### config.mk
export PLATFORM = sky130hd
export DESIGN_NAME = drfl_scale
export DESIGN_NICKNAME = d
export VERILOG_FILES = /design/src/rtl/dated_rate_floor_lookup_macros.svh /design/src/rtl/drfl_pkg.sv /design/src/rtl/drfl_scale.sv
export SDC_FILE = /design/constraint.sdc
export NUM_CORES = 2
export LEC_CHECK = 0
export BUFFER_PORTS_ARGS = -buffer_cell sky130_fd_sc_hd__buf_2
export CAP_MARGIN = 20
export CORE_AREA = 2 2 284 286
export CTS_CLUSTER_DIAMETER = 150
export CTS_CLUSTER_SIZE = 24
export DETAILED_ROUTE_END_ITERATION = 10
export DIE_AREA = 0 0 286 288
export PLACE_DENSITY = 0.75
export REMOVE_ABC_BUFFERS = 1
export SKIP_LAST_GASP = 1
export SLEW_MARGIN = 20
export SYNTH_ARGS = -nofsm -noshare
export SYNTH_HDL_FRONTEND = slang
export SYNTH_SLANG_ARGS = --single-unit
### constraint.sdc
create_clock -name clk -period 17.3 [get_ports clk]
set_input_delay 0.865 -clock clk [delete_from_list [all_inputs] [get_ports clk]]
set_output_delay 0.865 -clock clk [all_outputs]
set_load 0.03 [all_outputs]
### src/rtl/dated_rate_floor_lookup_macros.svh
// assertion macros for the dated rate floor lookup
`ifndef DATED_RATE_FLOOR_LOOKUP_MACROS_SVH
`define DATED_RATE_FLOOR_LOOKUP_MACROS_SVH

// same-cycle implication, checked outside reset
`define DRFL_ASSERT_HOLDS(label, ante, cons, msg) \
    label: assert property (@(posedge clk) disable iff (!rst_n) (ante) |-> (cons)) \
        else $error(msg);

// next-cycle implication, checked outside reset
`define DRFL_ASSERT_NEXT(label, ante, cons, msg) \
    label: assert property (@(posedge clk) disable iff (!rst_n) (ante) |=> (cons)) \
        else $error(msg);

`endif

### src/rtl/drfl_pkg.sv
// shared types, constants and helpers for the dated rate floor lookup
`default_nettype none

package drfl_pkg;

    localparam int TABLE_DEPTH   = 4096;
    localparam int ADDR_W        = $clog2(TABLE_DEPTH);
    localparam int CNT_W         = ADDR_W + 1;
    localparam int FRACTION_BITS = 16;

    localparam int YEAR_W   = 14;
    localparam int MONTH_W  = 7;
    localparam int DAY_W    = 7;
    localparam int KEY_W    = 23;
    localparam int PRICE_W  = 40;
    localparam int AMOUNT_W = 32;
    localparam int LIMIT_W  = 31;
    localparam int STATUS_W = 3;
    localparam int VALUE_W  = 50;

    // price is split into a 32-bit low part and an upper part for the product
    localparam int PLO_W    = 32 + LIMIT_W;
    localparam int PHI_IN_W = PRICE_W - 32;
    localparam int PHI_W    = PHI_IN_W + LIMIT_W;
    localparam int HI_SHIFT = 32 - FRACTION_BITS;
    localparam int SUM_W    = VALUE_W + 1;

    localparam logic [LIMIT_W-1:0] LIMIT_RESET = LIMIT_W'(65536000);
    localparam logic [VALUE_W-1:0] VALUE_MAX   = {VALUE_W{1'b1}};

    // year / 25 by reciprocal, exact for every 14-bit year
    localparam int RECIP25_W     = 15;
    localparam int RECIP25_SHIFT = 19;
    localparam logic [RECIP25_W-1:0] RECIP25 = RECIP25_W'(20972);
    localparam int Q25_W         = YEAR_W + RECIP25_W - RECIP25_SHIFT;

    localparam logic CMD_LOAD  = 1'b0;
    localparam logic CMD_QUERY = 1'b1;

    localparam logic [STATUS_W-1:0] ST_OK        = 3'd0;
    localparam logic [STATUS_W-1:0] ST_BAD_DATE  = 3'd1;
    localparam logic [STATUS_W-1:0] ST_NEGATIVE  = 3'd2;
    localparam logic [STATUS_W-1:0] ST_TOO_LARGE = 3'd3;
    localparam logic [STATUS_W-1:0] ST_NO_PRICE  = 3'd4;
    localparam logic [STATUS_W-1:0] ST_FULL      = 3'd5;

    localparam logic [MONTH_W-1:0] MONTH_FEB = 7'd2;
    localparam logic [MONTH_W-1:0] MONTH_DEC = 7'd12;
    localparam logic [4:0]         LEAP_FEB  = 5'd29;

    typedef enum logic [3:0] {
        S_IDLE,
        S_DATE,
        S_SEARCH,
        S_FOUND,
        S_FETCH,
        S_INSERT,
        S_SHIFT,
        S_PLACE,
        S_MUL,
        S_RESULT
    } state_t;

    typedef enum logic [1:0] {
        SC_IDLE,
        SC_LO,
        SC_HI,
        SC_SUM
    } scale_state_t;

    typedef struct packed {
        logic              ok;
        logic [KEY_W-1:0]  key;
    } date_info_t;

    typedef struct packed {
        logic               rd_en;
        logic [ADDR_W-1:0]  rd_addr;
        logic               wr_en;
        logic [ADDR_W-1:0]  wr_addr;
        logic [KEY_W-1:0]   wr_key;
        logic [PRICE_W-1:0] wr_price;
    } tbl_req_t;

    typedef struct packed {
        logic [KEY_W-1:0]   key;
        logic [PRICE_W-1:0] price;
    } tbl_rsp_t;

    typedef struct packed {
        logic               start;
        logic [PRICE_W-1:0] price;
        logic [LIMIT_W-1:0] amount;
    } scale_req_t;

    typedef struct packed {
        logic               done;
        logic [VALUE_W-1:0] value;
    } scale_rsp_t;

    // days in a non-leap month, zero for codes that are no month
    function automatic logic [4:0] month_days(input logic [3:0] m);
        logic [4:0] len;
        unique case (m)
            4'd1, 4'd3, 4'd5, 4'd7, 4'd8, 4'd10, 4'd12: len = 5'd31;
            4'd4, 4'd6, 4'd9, 4'd11:                    len = 5'd30;
            4'd2:                                       len = 5'd28;
            default:                                    len = 5'd0;
        endcase
        return len;
    endfunction

endpackage

`default_nettype wire

### src/rtl/drfl_scale.sv
// price times amount over two partial products, truncated and saturated
`default_nettype none

module drfl_scale (
    input  wire logic                 clk,
    input  wire logic                 rst_n,
    input  wire drfl_pkg::scale_req_t req,
    output drfl_pkg::scale_rsp_t      rsp
);
    import drfl_pkg::*;

    scale_state_t       state_reg, state_next;
    logic [PRICE_W-1:0] price_reg;
    logic [LIMIT_W-1:0] amount_reg;
    logic [PLO_W-1:0]   plo_reg;
    logic [PHI_W-1:0]   phi_reg;
    logic [VALUE_W-1:0] value_reg, value_next;
    logic               done_reg, done_next;
    logic [SUM_W-1:0]   sum;

    always_ff @(posedge clk or negedge rst_n) begin
        if (!rst_n) begin
            state_reg <= SC_IDLE;
            done_reg  <= 1'b0;
        end else begin
            state_reg <= state_next;
            done_reg  <= done_next;
        end
    end

    always_ff @(posedge clk) begin
        if (req.start) begin
            price_reg  <= req.price;
            amount_reg <= req.amount;
        end
        if (state_reg == SC_LO) begin
            plo_reg <= price_reg[31:0] * amount_reg;
        end
        if (state_reg == SC_HI) begin
            phi_reg <= price_reg[PRICE_W-1:32] * amount_reg;
        end
        value_reg <= value_next;
    end

    assign sum = SUM_W'({phi_reg[VALUE_W-HI_SHIFT-1:0], {HI_SHIFT{1'b0}}})
               + SUM_W'(plo_reg[PLO_W-1:FRACTION_BITS]);

    always_comb begin
        state_next = state_reg;
        value_next = value_reg;
        done_next  = 1'b0;
        unique case (state_reg)
            SC_IDLE: begin
                if (req.start) begin
                    state_next = SC_LO;
                end
            end
            SC_LO: state_next = SC_HI;
            SC_HI: state_next = SC_SUM;
            SC_SUM: begin
                // high bits past the result width saturate outright
                if (phi_reg[PHI_W-1:VALUE_W-HI_SHIFT] != '0 || sum[SUM_W-1]) begin
                    value_next = VALUE_MAX;
                end else begin
                    value_next = sum[VALUE_W-1:0];
                end
                done_next  = 1'b1;
                state_next = SC_IDLE;
            end
            default: state_next = SC_IDLE;
        endcase
    end

    assign rsp.done  = done_reg;
    assign rsp.value = value_reg;

endmodule

`default_nettype wire
# Word level (Yosys, flattened, before mapping)
# Index checks and enable logic that the tools add are counted.
[word_totals]
input_bits = 74
ff_bits = 226
[op_classes]
addsub = 1
n_mul = 2
n_mux = 3
reduce_logical = 3
eq_ne = 4
[op_table]
columns = ["operator", "n"]
rows = [
  ["$mul A32 B31 Y63", 1],
  ["$add A50 B47 Y51", 1],
  ["$mul A8 B31 Y39", 1],
  ["$pmux W2 S4", 1],
  ["$reduce_bool A5 Y1", 1],
  ["$eq A2 B2 Y1 const B", 2],
  ["$eq A2 B1 Y1 const B", 1],
  ["$logic_not A2 Y1", 1],
  ["$mux W2", 1],
  ["$ne A2 B2 Y1 const B", 1],
  ["$logic_or A1 B1 Y1", 1],
  ["$mux W1", 1],
]

# Depth between registers and ports, before layout
[logic_depth]
word_depth = 2
mapped_depth = 30
depth_no_buf = 28

# Worst setup path before layout
# Ideal clock, no wire load.
[synth_timing]
path_kind = "register to register"
startpoint = "register amount_reg[7]"
endpoint = "register plo_reg[45] (data pin)"
stages_incl_launch_ff = 29
setup_ns = 0.260
setup_slack_ns = 9.820
period_less_slack_ns = 7.480
required_time_ns = 17.040
t_arrival_ns = 7.220
cell_sequence = "edfxtp_1 > clkbuf_1 > nand2_1 > fa_1 > inv_1 > fa_1 > inv_1 > fa_1 > inv_1 > fa_1 > inv_1 > fa_1 > inv_1 > fa_1 > inv_1 > fa_1 > fa_1 > inv_1 > ha_1 > a21oi_2 > o21ai_1 > a2111oi_2 > o31ai_1 > or3_1 > a311oi_2 > nand2_1 > a21boi_2 > o221ai_1 > xnor2_1"
[synth_via]
elab_chain_cells = 1
[synth_rtl]
columns = ["element", "line_no", "rtl"]
rows = [
  ["from (decl)", "drfl_scale.sv:14", "logic [LIMIT_W-1:0] amount_reg;"],
  ["from (signal assigned)", "drfl_scale.sv:34", "amount_reg <= req.amount;"],
  ["$mul A32 B31 Y63", "drfl_scale.sv:37", "plo_reg <= price_reg[31:0] * amount_reg;"],
  ["to (signal assigned)", "drfl_scale.sv:37", ""],
  ["to (decl)", "drfl_scale.sv:15", "logic [PLO_W-1:0] plo_reg;"],
]
# Every way passes these cells.
# A chain may end at the register's enable or synchronous reset.

# Final worst setup path
# Same ends and word-level chain as after synthesis.

==> impl_metrics.tcl <==
set metrics [dict create \
    drive_above_1_share_pct 5.10 \
    rsz0062_at_grt "false" \
    clockBufferDepth 3 \
    finalCritPeriodShare_pct 48.1 \
    ant_nets 0 \
    cts_resized 0 \
    drv_slew 0 \
    drt-initial-drc-count 2291 \
    synth.avg_cell_area_um2 9.74 \
    h-tree-depth 1 \
    gp_congestion 0.899 \
    port_buffers 124 \
    clk_pin_slew_worst_paths_ps 110 \
    max_stage_delay_ps 580 \
    tritoncts "done" \
    synthesis.area_um2 47400 \
    period_needed_ps 8320 \
    ios 125 \
    grt_max_degree 51 \
    wl_per_cell_um 20.5 \
    setup.worst_path.class "reg -> reg" \
    setup-tns-final_ps 0 \
    synth-edff-count 207 \
    vias 33431 \
    dr.pass1.iters 6 \
    ys.flop_type "edfxtp_1" \
    fp.dieW_um 286 \
    clock_latency_ps 560 \
    fmax_mhz 120 \
    async_flop_share_pct 1.43 \
    timing_hold_violations_final 0 \
    hp-class "in -> async" \
    synth-seq-cells 210 \
    die_area_um2 82400 \
    clock_skew_ps 48.2 \
    ys_seq_area_share_pct 13.3 \
    required_ps 17600 \
    ctsHoldBuffers 0 \
    largest_register_ffs 50 \
    rrSetupSlack_ps 8980 \
    dp_hpwl_um 88200 \
    postCtsSetupBuffers 0 \
    syn_to_final_growth_pct 4.00 \
    core_area_um2 79600 \
    path_max_fanout 40 \
    row_count 104 \
    clkSinkCount 210 \
    grt_util_all_layers_pct 30.5 \
    cp-start-kind "flip-flop" \
    vias_per_cell 5.70 \
    floorplan.die.height_um 288 \
    cp_slowest_cell "fa_1" \
    diodes 0 \
    drt_wl_total_um 120000 \
    cpMostUsedCell "fa_1" \
    arrival_ps 8610 \
    fin_nets 6265 \
    setup_viol_count_final 0 \
    synthCells 4865 \
    r2r_start "amount_reg[7]" \
    start_util_pct 59.5 \
    endpoint_kind "flip-flop" \
    first_global_vias 36251 \
    max_cap_viol_count 0 \
    ys_warn_count 0 \
    cts_buffers 13 \
    reg2reg_depth 28 \
    cts.root.buffer_cell "clkbuf_16" \
    antenna_found_initial 1 \
    outcome "finished, final reports clean" \
    grt-ovfl-total 0 \
    worst_slew_pin_slew_ps 999 \
    drc 0 \
    grt_pass1_wl_um 194000 \
    r2r-end "plo_reg[45]" \
    slew_headroom_pct 33.4 \
    ys_types 74 \
]
synthesized netlist by cell type, types with 3 or more instances:
master    instances  area, um^2
a211oi_1          9        67.6
a21boi_0          5        37.5
a21boi_1          3        22.5
a21o_1           75         563
a21oi_1         110         551
a21oi_2           3        26.3
a221oi_1          4        35.0
a311oi_1          4        35.0
a31o_2            4        35.0
a31oi_1          14        87.6
and2_1          649        4060
and3_1           12        75.1
and4_1            4        35.0
buf_2             4        20.0
clkbuf_1        268        1010
dfrtp_1           3        75.1
edfxtp_1        207        6220
fa_1           1040       20800
ha_1            348        4350
inv_1          1002        3760
nand2_1         664        2490
nand2b_1          9        56.3
nand3_1          59         295
nand3b_1         19         143
nand4_1          18         113
nor2_1           41         154
nor2b_1          10        62.6
nor3_1           13        65.1
o211ai_1         11        82.6
o21a_1           16         120
o21ai_0          49         245
o21ai_1           7        35.0
o21bai_1         14         105
o31a_1            3        26.3
o31ai_1           4        30.0
xnor2_1          66         578
xor2_1           44         385
worst max-delay path: cells and delay by family (launching register included):
kind | cells | cell delay, ps
adders and majority gates | 9 | 4330
AOI/OAI and AO/OA | 7 | 1500
buffers and inverters | 8 | 990
and+or+nand+nor | 3 | 750
DFF | 1 | 340
xor gates and xnor gates | 1 | 150
through the flow:
step	cell area, um^2	utilization [%]	hold slack [ps]	std cells	setup WS [ps]
floorplan	46300	-	482	4588	9580
global placement	48800	61.3	491	5846	9250
detailed placement	48800	61.3	499	5846	9060
CTS	49200	61.8	70.2	5865	9060
global route	49300	61.9	68.1	5867	8670
finish	49300	61.9	88.8	5867	8980
cells in the final DEF (no fill, tap or decap), types with 11 or more instances in the layout:
cell type,count
a21o_1,75
a21oi_1,110
a31oi_1,14
and2_1,649
and3_1,12
buf_2,123
buf_4,75
clkbuf_16,13
edfxtp_1,207
fa_1,1040
ha_1,345
inv_1,1002
nand2_1,664
nand3_1,58
nand3b_1,19
nand4_1,18
nor2_1,40
nor3_1,13
o211ai_1,11
o21a_1,16
o21ai_0,49
o21bai_1,14
xnor2_1,66
xor2_1,44
cell type report:
cell class	count	area [um^2]
clock buffers	15	333
clock inverters	4	46.3
fillers	6615	30400
inverters	1002	3760
multi-input cells	3376	36300
flip-flops and latches	210	6290
well taps	1060	1330
repair buffers	200	1220
how the worst max path moves through the flow:
| stage | start | to | slack (ps) | depth (start not counted) |
|---|---|---|---|---|
| CTS | amount_reg[7] | plo_reg[45] | 9060 | 28 |
| detailed placement | amount_reg[7] | plo_reg[45] | 9060 | 28 |
| floorplan | amount_reg[7] | plo_reg[45] | 9580 | 27 |
| global placement | amount_reg[7] | plo_reg[45] | 9250 | 28 |
| global route | amount_reg[7] | plo_reg[45] | 8670 | 28 |
| finish | amount_reg[7] | plo_reg[45] | 8980 | 28 |
per-layer routing:
layer	part of all wire, %	GRT usage (%)
met5	0	0
met4	4.9	13.0
met3	8.5	5.10
met2	49	52.0
met1	37	38.7
cell families (layout without fill, tap and decap cells):
kind of cell	count (synthesis)	after routing	share of synthesized area, %
multiplexers	2	2	0.0449
AND/OR/NAND/NOR	1508	1508	16.1
AO/OA/AOI/OAI	368	368	5.25
flip-flops	210	210	13.3
XOR/XNOR	110	110	2.03
adder cells (fa/ha/maj)	1388	1388	53.1
buffers and inverters	1279	1221	10.2
Power is left out: the tool's default activity adds up to more than one toggle a clock period on the data nets, which glitch-free logic cannot reach.
