## src/rtl/dated_rate_floor_lookup_macros.svh

```systemverilog
// assertion macros for the dated rate floor lookup
`ifndef DATED_RATE_FLOOR_LOOKUP_MACROS_SVH
`define DATED_RATE_FLOOR_LOOKUP_MACROS_SVH

// same-cycle implication, checked outside reset
`define DRFL_ASSERT_HOLDS(label, ante, cons, msg) \
    label: assert property (@(posedge clk) disable iff (!rst_n) (ante) |-> (cons)) \
        else $error(msg);

// next-cycle implication, checked outside reset
`define DRFL_ASSERT_NEXT(label, ante, cons, msg) \
    label: assert property (@(posedge clk) disable iff (!rst_n) (ante) |=> (cons)) \
        else $error(msg);

`endif

```

## src/rtl/drfl_pkg.sv

```systemverilog
// shared types, constants and helpers for the dated rate floor lookup
`default_nettype none

package drfl_pkg;

    localparam int TABLE_DEPTH   = 4096;
    localparam int ADDR_W        = $clog2(TABLE_DEPTH);
    localparam int CNT_W         = ADDR_W + 1;
    localparam int FRACTION_BITS = 16;

    localparam int YEAR_W   = 14;
    localparam int MONTH_W  = 7;
    localparam int DAY_W    = 7;
    localparam int KEY_W    = 23;
    localparam int PRICE_W  = 40;
    localparam int AMOUNT_W = 32;
    localparam int LIMIT_W  = 31;
    localparam int STATUS_W = 3;
    localparam int VALUE_W  = 50;

    // price is split into a 32-bit low part and an upper part for the product
    localparam int PLO_W    = 32 + LIMIT_W;
    localparam int PHI_IN_W = PRICE_W - 32;
    localparam int PHI_W    = PHI_IN_W + LIMIT_W;
    localparam int HI_SHIFT = 32 - FRACTION_BITS;
    localparam int SUM_W    = VALUE_W + 1;

    localparam logic [LIMIT_W-1:0] LIMIT_RESET = LIMIT_W'(65536000);
    localparam logic [VALUE_W-1:0] VALUE_MAX   = {VALUE_W{1'b1}};

    // year / 25 by reciprocal, exact for every 14-bit year
    localparam int RECIP25_W     = 15;
    localparam int RECIP25_SHIFT = 19;
    localparam logic [RECIP25_W-1:0] RECIP25 = RECIP25_W'(20972);
    localparam int Q25_W         = YEAR_W + RECIP25_W - RECIP25_SHIFT;

    localparam logic CMD_LOAD  = 1'b0;
    localparam logic CMD_QUERY = 1'b1;

    localparam logic [STATUS_W-1:0] ST_OK        = 3'd0;
    localparam logic [STATUS_W-1:0] ST_BAD_DATE  = 3'd1;
    localparam logic [STATUS_W-1:0] ST_NEGATIVE  = 3'd2;
    localparam logic [STATUS_W-1:0] ST_TOO_LARGE = 3'd3;
    localparam logic [STATUS_W-1:0] ST_NO_PRICE  = 3'd4;
    localparam logic [STATUS_W-1:0] ST_FULL      = 3'd5;

    localparam logic [MONTH_W-1:0] MONTH_FEB = 7'd2;
    localparam logic [MONTH_W-1:0] MONTH_DEC = 7'd12;
    localparam logic [4:0]         LEAP_FEB  = 5'd29;

    typedef enum logic [3:0] {
        S_IDLE,
        S_DATE,
        S_SEARCH,
        S_FOUND,
        S_FETCH,
        S_INSERT,
        S_SHIFT,
        S_PLACE,
        S_MUL,
        S_RESULT
    } state_t;

    typedef enum logic [1:0] {
        SC_IDLE,
        SC_LO,
        SC_HI,
        SC_SUM
    } scale_state_t;

    typedef struct packed {
        logic              ok;
        logic [KEY_W-1:0]  key;
    } date_info_t;

    typedef struct packed {
        logic               rd_en;
        logic [ADDR_W-1:0]  rd_addr;
        logic               wr_en;
        logic [ADDR_W-1:0]  wr_addr;
        logic [KEY_W-1:0]   wr_key;
        logic [PRICE_W-1:0] wr_price;
    } tbl_req_t;

    typedef struct packed {
        logic [KEY_W-1:0]   key;
        logic [PRICE_W-1:0] price;
    } tbl_rsp_t;

    typedef struct packed {
        logic               start;
        logic [PRICE_W-1:0] price;
        logic [LIMIT_W-1:0] amount;
    } scale_req_t;

    typedef struct packed {
        logic               done;
        logic [VALUE_W-1:0] value;
    } scale_rsp_t;

    // days in a non-leap month, zero for codes that are no month
    function automatic logic [4:0] month_days(input logic [3:0] m);
        logic [4:0] len;
        unique case (m)
            4'd1, 4'd3, 4'd5, 4'd7, 4'd8, 4'd10, 4'd12: len = 5'd31;
            4'd4, 4'd6, 4'd9, 4'd11:                    len = 5'd30;
            4'd2:                                       len = 5'd28;
            default:                                    len = 5'd0;
        endcase
        return len;
    endfunction

endpackage

`default_nettype wire

```

## src/rtl/drfl_date_check.sv

```systemverilog
// calendar check of a date and packing of its sort key
`default_nettype none

module drfl_date_check (
    input  wire logic                         clk,
    input  wire logic                         load,
    input  wire logic [drfl_pkg::YEAR_W-1:0]  year,
    input  wire logic [drfl_pkg::MONTH_W-1:0] month,
    input  wire logic [drfl_pkg::DAY_W-1:0]   day,
    output drfl_pkg::date_info_t              info
);
    import drfl_pkg::*;

    logic [YEAR_W-1:0]                year_reg;
    logic [MONTH_W-1:0]               month_reg;
    logic [DAY_W-1:0]                 day_reg;
    logic [Q25_W-1:0]                 q25_reg;
    logic [YEAR_W+RECIP25_W-1:0]      recip_prod;
    logic [YEAR_W-1:0]                q25_times25;
    logic                             div25;
    logic                             leap;
    logic [4:0]                       len;
    logic                             month_ok;

    assign recip_prod = year * RECIP25;

    always_ff @(posedge clk) begin
        if (load) begin
            year_reg  <= year;
            month_reg <= month;
            day_reg   <= day;
            q25_reg   <= recip_prod[YEAR_W+RECIP25_W-1:RECIP25_SHIFT];
        end
    end

    // 25*q as shift-add
    assign q25_times25 = YEAR_W'({q25_reg, 4'b0}) + YEAR_W'({q25_reg, 3'b0})
                       + YEAR_W'(q25_reg);
    assign div25 = (q25_times25 == year_reg);

    // divisible by 400 is 25 and 16; by 100 is 25 and 4
    assign leap = div25 ? (year_reg[3:0] == 4'd0) : (year_reg[1:0] == 2'd0);

    assign month_ok = (month_reg != '0) && (month_reg <= MONTH_DEC);

    always_comb begin
        len = month_days(month_reg[3:0]);
        if (month_reg == MONTH_FEB && leap) begin
            len = LEAP_FEB;
        end
    end

    assign info.ok  = month_ok && (day_reg != '0) && (day_reg <= DAY_W'(len));
    assign info.key = {year_reg, month_reg[3:0], day_reg[4:0]};

endmodule

`default_nettype wire

```

## config.mk

```make
export PLATFORM = sky130hd
export DESIGN_NAME = drfl_date_check
export DESIGN_NICKNAME = d
export VERILOG_FILES = /design/src/rtl/dated_rate_floor_lookup_macros.svh /design/src/rtl/drfl_pkg.sv /design/src/rtl/drfl_date_check.sv
export SDC_FILE = /design/constraint.sdc
export NUM_CORES = 1
export LEC_CHECK = 0
export ABC_AREA = 0
export BUFFER_PORTS_ARGS = -buffer_cell sky130_fd_sc_hd__buf_2
export CAP_MARGIN = 30
export CORE_ASPECT_RATIO = 0.8
export CORE_UTILIZATION = 40
export CTS_CLUSTER_DIAMETER = 50
export CTS_CLUSTER_SIZE = 12
export DETAILED_ROUTE_END_ITERATION = 6
export PLACE_DENSITY = 0.61
export SKIP_CTS_REPAIR_TIMING = 1
export SLEW_MARGIN = 10
export SYNTH_ARGS = -nofsm -noshare
export SYNTH_HDL_FRONTEND = slang
export SYNTH_SLANG_ARGS = --single-unit
```

## constraint.sdc

```tcl
create_clock -name clk -period 13.61 [get_ports clk]
set_input_delay 2.722 -clock clk [delete_from_list [all_inputs] [get_ports clk]]
set_output_delay 2.722 -clock clk [all_outputs]
set_load 0.02 [all_outputs]
```

# == After elaboration in Yosys (flattened, before gate mapping) ==
# Memories as Yosys holds them, arrays and structs flattened. A register that Yosys moved wholly into a read port is not among the register bits.
# Cells that the tools add are included.
# classes
add_sub_neg,2
mul,1
magnitude_cmp,2
n_eq_ne,2
muxes,3
reduce_logical,8
# op_table
operator,n
14-bit by 13-bit multiplier with 27-bit output (second input constant),1
14-bit by 10-bit adder with 14-bit output,1
14-bit by 13-bit adder with 14-bit output,1
14-bit equality test,1
7-bit nonzero test,2
7-bit by 2-bit equality test with 1-bit output (second input constant),1
7-bit by 4-bit <= comparator with 1-bit output (second input constant),1
7-bit by 5-bit <= comparator with 1-bit output,1
5-bit 2-to-1 mux,1
1-bit logical AND,4
4-bit logical NOT,1
4-bit 2-to-1 mux,1
2-bit logical NOT,1
1-bit 2-to-1 mux,1
# word_totals
regBits,38
mem_bits_ro,80
inputBits,30
output_inout_bits,24
elab_cells,23
memories,1
# memory_table
name,depth,word_bits,rd,rd_clocked_by_memory_dff,wr,line,rtl
(no name shown),16,5,1,1,0,drfl_pkg.sv:104,unique case (m)

# == Longest topological paths before layout ==
# depth
ltp_word,8
mapped_depth,20
ltp_nobuf,20

# == Least setup slack after synthesis ==
# Ideal clock, no wire load.
# synth_path
path_kind,reg-to-output
start,register q25_reg[0]
end,output port info[23] (netlist bit)
t_arrival_ps,4243
slack_ps,6645
stages_incl_launch_ff,18
path_buffers,0
path_cell_list,edfxtp_1 -> inv_1 -> fa_1 -> inv_1 -> ha_1 -> fa_1 -> a21o_1 -> and4_4 -> or3_1 -> a211o_1 -> o31ai_2 -> nand2_1 -> ha_1 -> a21oi_1 -> nor2_1 -> o221ai_1 -> nand3_1 -> o21ai_0
# synth_rtl
item,line,rtl
start: declaration,drfl_date_check.sv:17,logic [Q25_W-1:0] q25_reg;
start signal: assignment,drfl_date_check.sv:32,q25_reg <= recip_prod[YEAR_W+RECIP25_W-1:RECIP25_SHIFT];
end: declaration,drfl_date_check.sv:10,output drfl_pkg::date_info_t info

==> results.py <==
metrics = {
    "timing": {
        "min_period_ns": 7.52,
        "tightest_slew_ns": 0.603,
        "max_freq_mhz": 133,
        "finalMaxSlewViolations": 0,
        "hold_viol": 0,
        "fin_crit_sh_pct": 55.3,
        "setup_viol": 0,
        "max-slew-margin-rel_pct": 59.4,
        "fin_skew_ns": 0.00335,
        "setup_slack_ns": 6.09,
        "rsz0062_at_grt": "false",
        "whs_ns": 0.712,
        "final.setup.tns_ns": 0,
    },
    "routing": {
        "route.detailed.drc": 0,
        "drtIter0Drc": 162,
        "drt-total-wl_um": 11700,
        "num_vias": 3813,
        "postRouteAntennaNets": 0,
        "viasPerCell": 5.06,
        "dr.pass1.iters": 4,
        "wl_per_cell_um": 15.5,
    },
    "critical_path": {
        "crit_required_ns": 10.89,
        "cp_cell_sequence": "inv_1, fa_1, inv_1, ha_1, fa_1, a21o_1, and4_4, or3_1, a211o_1, o31ai_2, nand2_1, ha_1, a21oi_1, nor2_1, o221ai_1, nand3_1, o21ai_0, buf_2",
        "crit_path_start_kind": "register",
        "cp_slowest_cell": "fa_1",
        "worstSetupPathType": "register to primary output",
        "cp_max_fo": 3,
        "cp-end-kind": "primary output",
        "worst_path_largest_cell_delay_ns": 0.50,
        "cp.arrival_ns": 4.80,
    },
    "cts": {
        "numCtsBuffers": 5,
        "clk_pin_slew_worst_paths_ns": 0.06,
        "numClockSinks": 41,
        "cts_root_buffer": "clkbuf_16",
        "htreeDepth": 2,
        "cts.path.max_buffers": 2,
        "cts_tree": "done",
        "clk-insertion-delay-late_ns": 0.29,
    },
    "power_and_ir_drop": {
        "switchingPower_mw": 0.635,
        "p_comb_share_pct": 75.1,
        "power.internal_mw": 0.729,
        "irDropWorstVdd_mv": 0.103,
        "seqPwrFrac_pct": 14.8,
        "p_leak_nw": 3.13,
        "power_density_nw_per_um2": 217,
        "switching_share_pct": 46.6,
        "p_clk_share_pct": 10.1,
    },
    "yosys": {
        "ys_types": 58,
        "ys_seq_area_share_pct": 21.2,
        "avgSynthCellArea_um2": 10.9,
        "synthesis.nets": 734,
        "yosys.area.top_type": "fa_1",
        "syn_area_um2": 5680,
        "ys.flop_type": "edfxtp_1",
        "synth.top_cell.area_share_pct": 24.7,
        "synth-edff-count": 38,
        "yosysWarnings": 0,
        "synth-seq-cells": 41,
        "synthTopCellsByArea": "fa_1 25%, ha_1 25%, edfxtp_1 20%, inv_1 8.3%, xnor2_1 2.0%",
        "synthArstFlopShare_pct": 0,
        "syn_inst": 522,
    },
    "cells_and_area": {
        "finalNetCount": 785,
        "n_fill_cell": 1281,
        "largest_reg_flops": 14,
        "final_area_um2": 6290,
        "drive_gt1_share_pct": 12.5,
        "area_growth_pct": 10.8,
        "diodes": 0,
    },
    "global_route": {
        "grt_max_degree": 44,
        "grt-ovfl-total": 0,
        "grt_pass1_wl_um": 19300,
        "grt_pass1_vias": 3924,
        "grt_util_all_layers_pct": 17.2,
        "antenna_found_initial": 1,
    },
    "placed_design": {
        "post_dp_cell_area_um2": 6100,
        "dp_slack_ns": 6.34,
        "hpwl_um": 10200,
        "portBuffers": 53,
        "routabilityCongestion": 0.829,
    },
    "die": {
        "fp.dieArea_um2": 14700,
        "die_h_um": 109,
        "fp.dieW_um": 135,
        "num_io_pins": 54,
        "core_area_um2": 13700,
        "start_util_pct": 41.5,
        "rows": 38,
    },
    "job": {
        "cap_violations": 0,
    },
    "status": {
        "outcome": "finished, final reports clean",
    },
    "worst_hold_path": {
        "min_path_type": "register to register",
    },
}
worst paths after layout:
| check | slack (ns) | from | endpoint | depth (start not counted) |
|---|---|---|---|---|
| max | 6.09 | q25_reg[1] | info[23] | 18 |
| min | 0.71 | month_reg[1] | register | 2 |
| max reg2reg | 12.36 | month_reg[0] | register | 4 |
| min reg2reg | 0.71 | month_reg[1] | register | 2 |
critical path: cells and delay by family, from the launching register on:
| kind | cells | cell delay [ns] |
|---|---|---|
| fa+ha+maj | 4 | 1.45 |
| compound gates | 6 | 1.45 |
| simple gates | 5 | 0.87 |
| flops | 1 | 0.43 |
| buf+inv | 3 | 0.31 |
cell usage after synthesis, types with 2 or more instances:
cell type	count
a211o_1	2
a211oi_1	5
a21o_1	4
a21oi_1	16
a31oi_1	4
and2_1	2
and4_1	2
buf_4	9
dfxtp_1	3
edfxtp_1	38
fa_1	70
ha_1	112
inv_1	126
mux2i_1	4
nand2_1	12
nand2b_1	2
nand3_1	3
nand3b_1	2
nor2_1	12
nor2b_1	3
nor3_1	7
nor4_1	6
o211ai_1	3
o21a_1	4
o21ai_0	9
o21bai_1	3
o221ai_1	2
or3_1	3
or4_1	2
xnor2_1	13
xor2_1	12
power by group through the flow:
stage                     combinational (mW)  sequential, mW  clock, mW
after global placement                 0.985           0.205          0
after global routing                    1.17           0.206      0.147
final                                   1.02           0.202      0.138
after floorplan                        0.801           0.202          0
after detailed placement                1.02           0.205          0
after CTS                               1.03           0.202      0.142
cells in the final DEF, fill, tap and decap left out, types with 2 or more instances in the layout:
cell	count
inv_1	126
ha_1	112
or4_1	2
edfxtp_1	38
nand2b_1	2
o21a_1	4
nor2_1	12
nor3_1	7
fa_1	70
o21ai_0	9
xor2_1	12
a31oi_1	4
clkbuf_16	5
a21o_1	4
nor4_1	6
nand3_1	3
o221ai_1	2
xnor2_1	13
a211oi_1	5
or3_1	3
and4_1	2
nand2_1	12
nand3b_1	2
and2_1	2
mux2i_1	4
o211ai_1	3
a21oi_1	16
dfxtp_1	3
nor2b_1	3
a211o_1	2
o21bai_1	3
buf_2	53
metal layers:
layer / track usage, % / wire length, µm
met2: 27.1 / 5060
met4: 3.61 / 134
met1: 24.1 / 5860
met3: 3.80 / 671
met5: 0 / 0
logic make-up after synthesis:
logic type | synth area share [%]
buffers and inverters | 9.59
adder cells (fa/ha/maj) | 49.4
XOR/XNOR | 3.86
AND/OR/NAND/NOR | 6.11
flip-flops | 21.2
multiplexers | 0.904
AO/OA/AOI/OAI | 9.01
metrics by stage:
stage	total power, mW	std cells	utilization (%)
2_1_floorplan	1.00	522	-
3_3_place_gp	1.19	745	44.5
3_5_place_dp	1.22	745	44.5
4_1_cts	1.37	753	45.8
5_1_grt	1.52	754	45.9
6_report	1.36	754	45.9
cell type report:
type / count / area [µm²] / area share [%]
clock buffers: 5 / 125 / 1.99
clock inverters: 3 / 46.3 / 0.736
multi-input cells: 345 / 3930 / 62.5
flip-flops and latches: 41 / 1200 / 19.1
inverters: 126 / 473 / 7.52
repair buffers: 54 / 285 / 4.54
well taps: 180 / 225 / 3.58
Power figures use the tool's default switching activity.
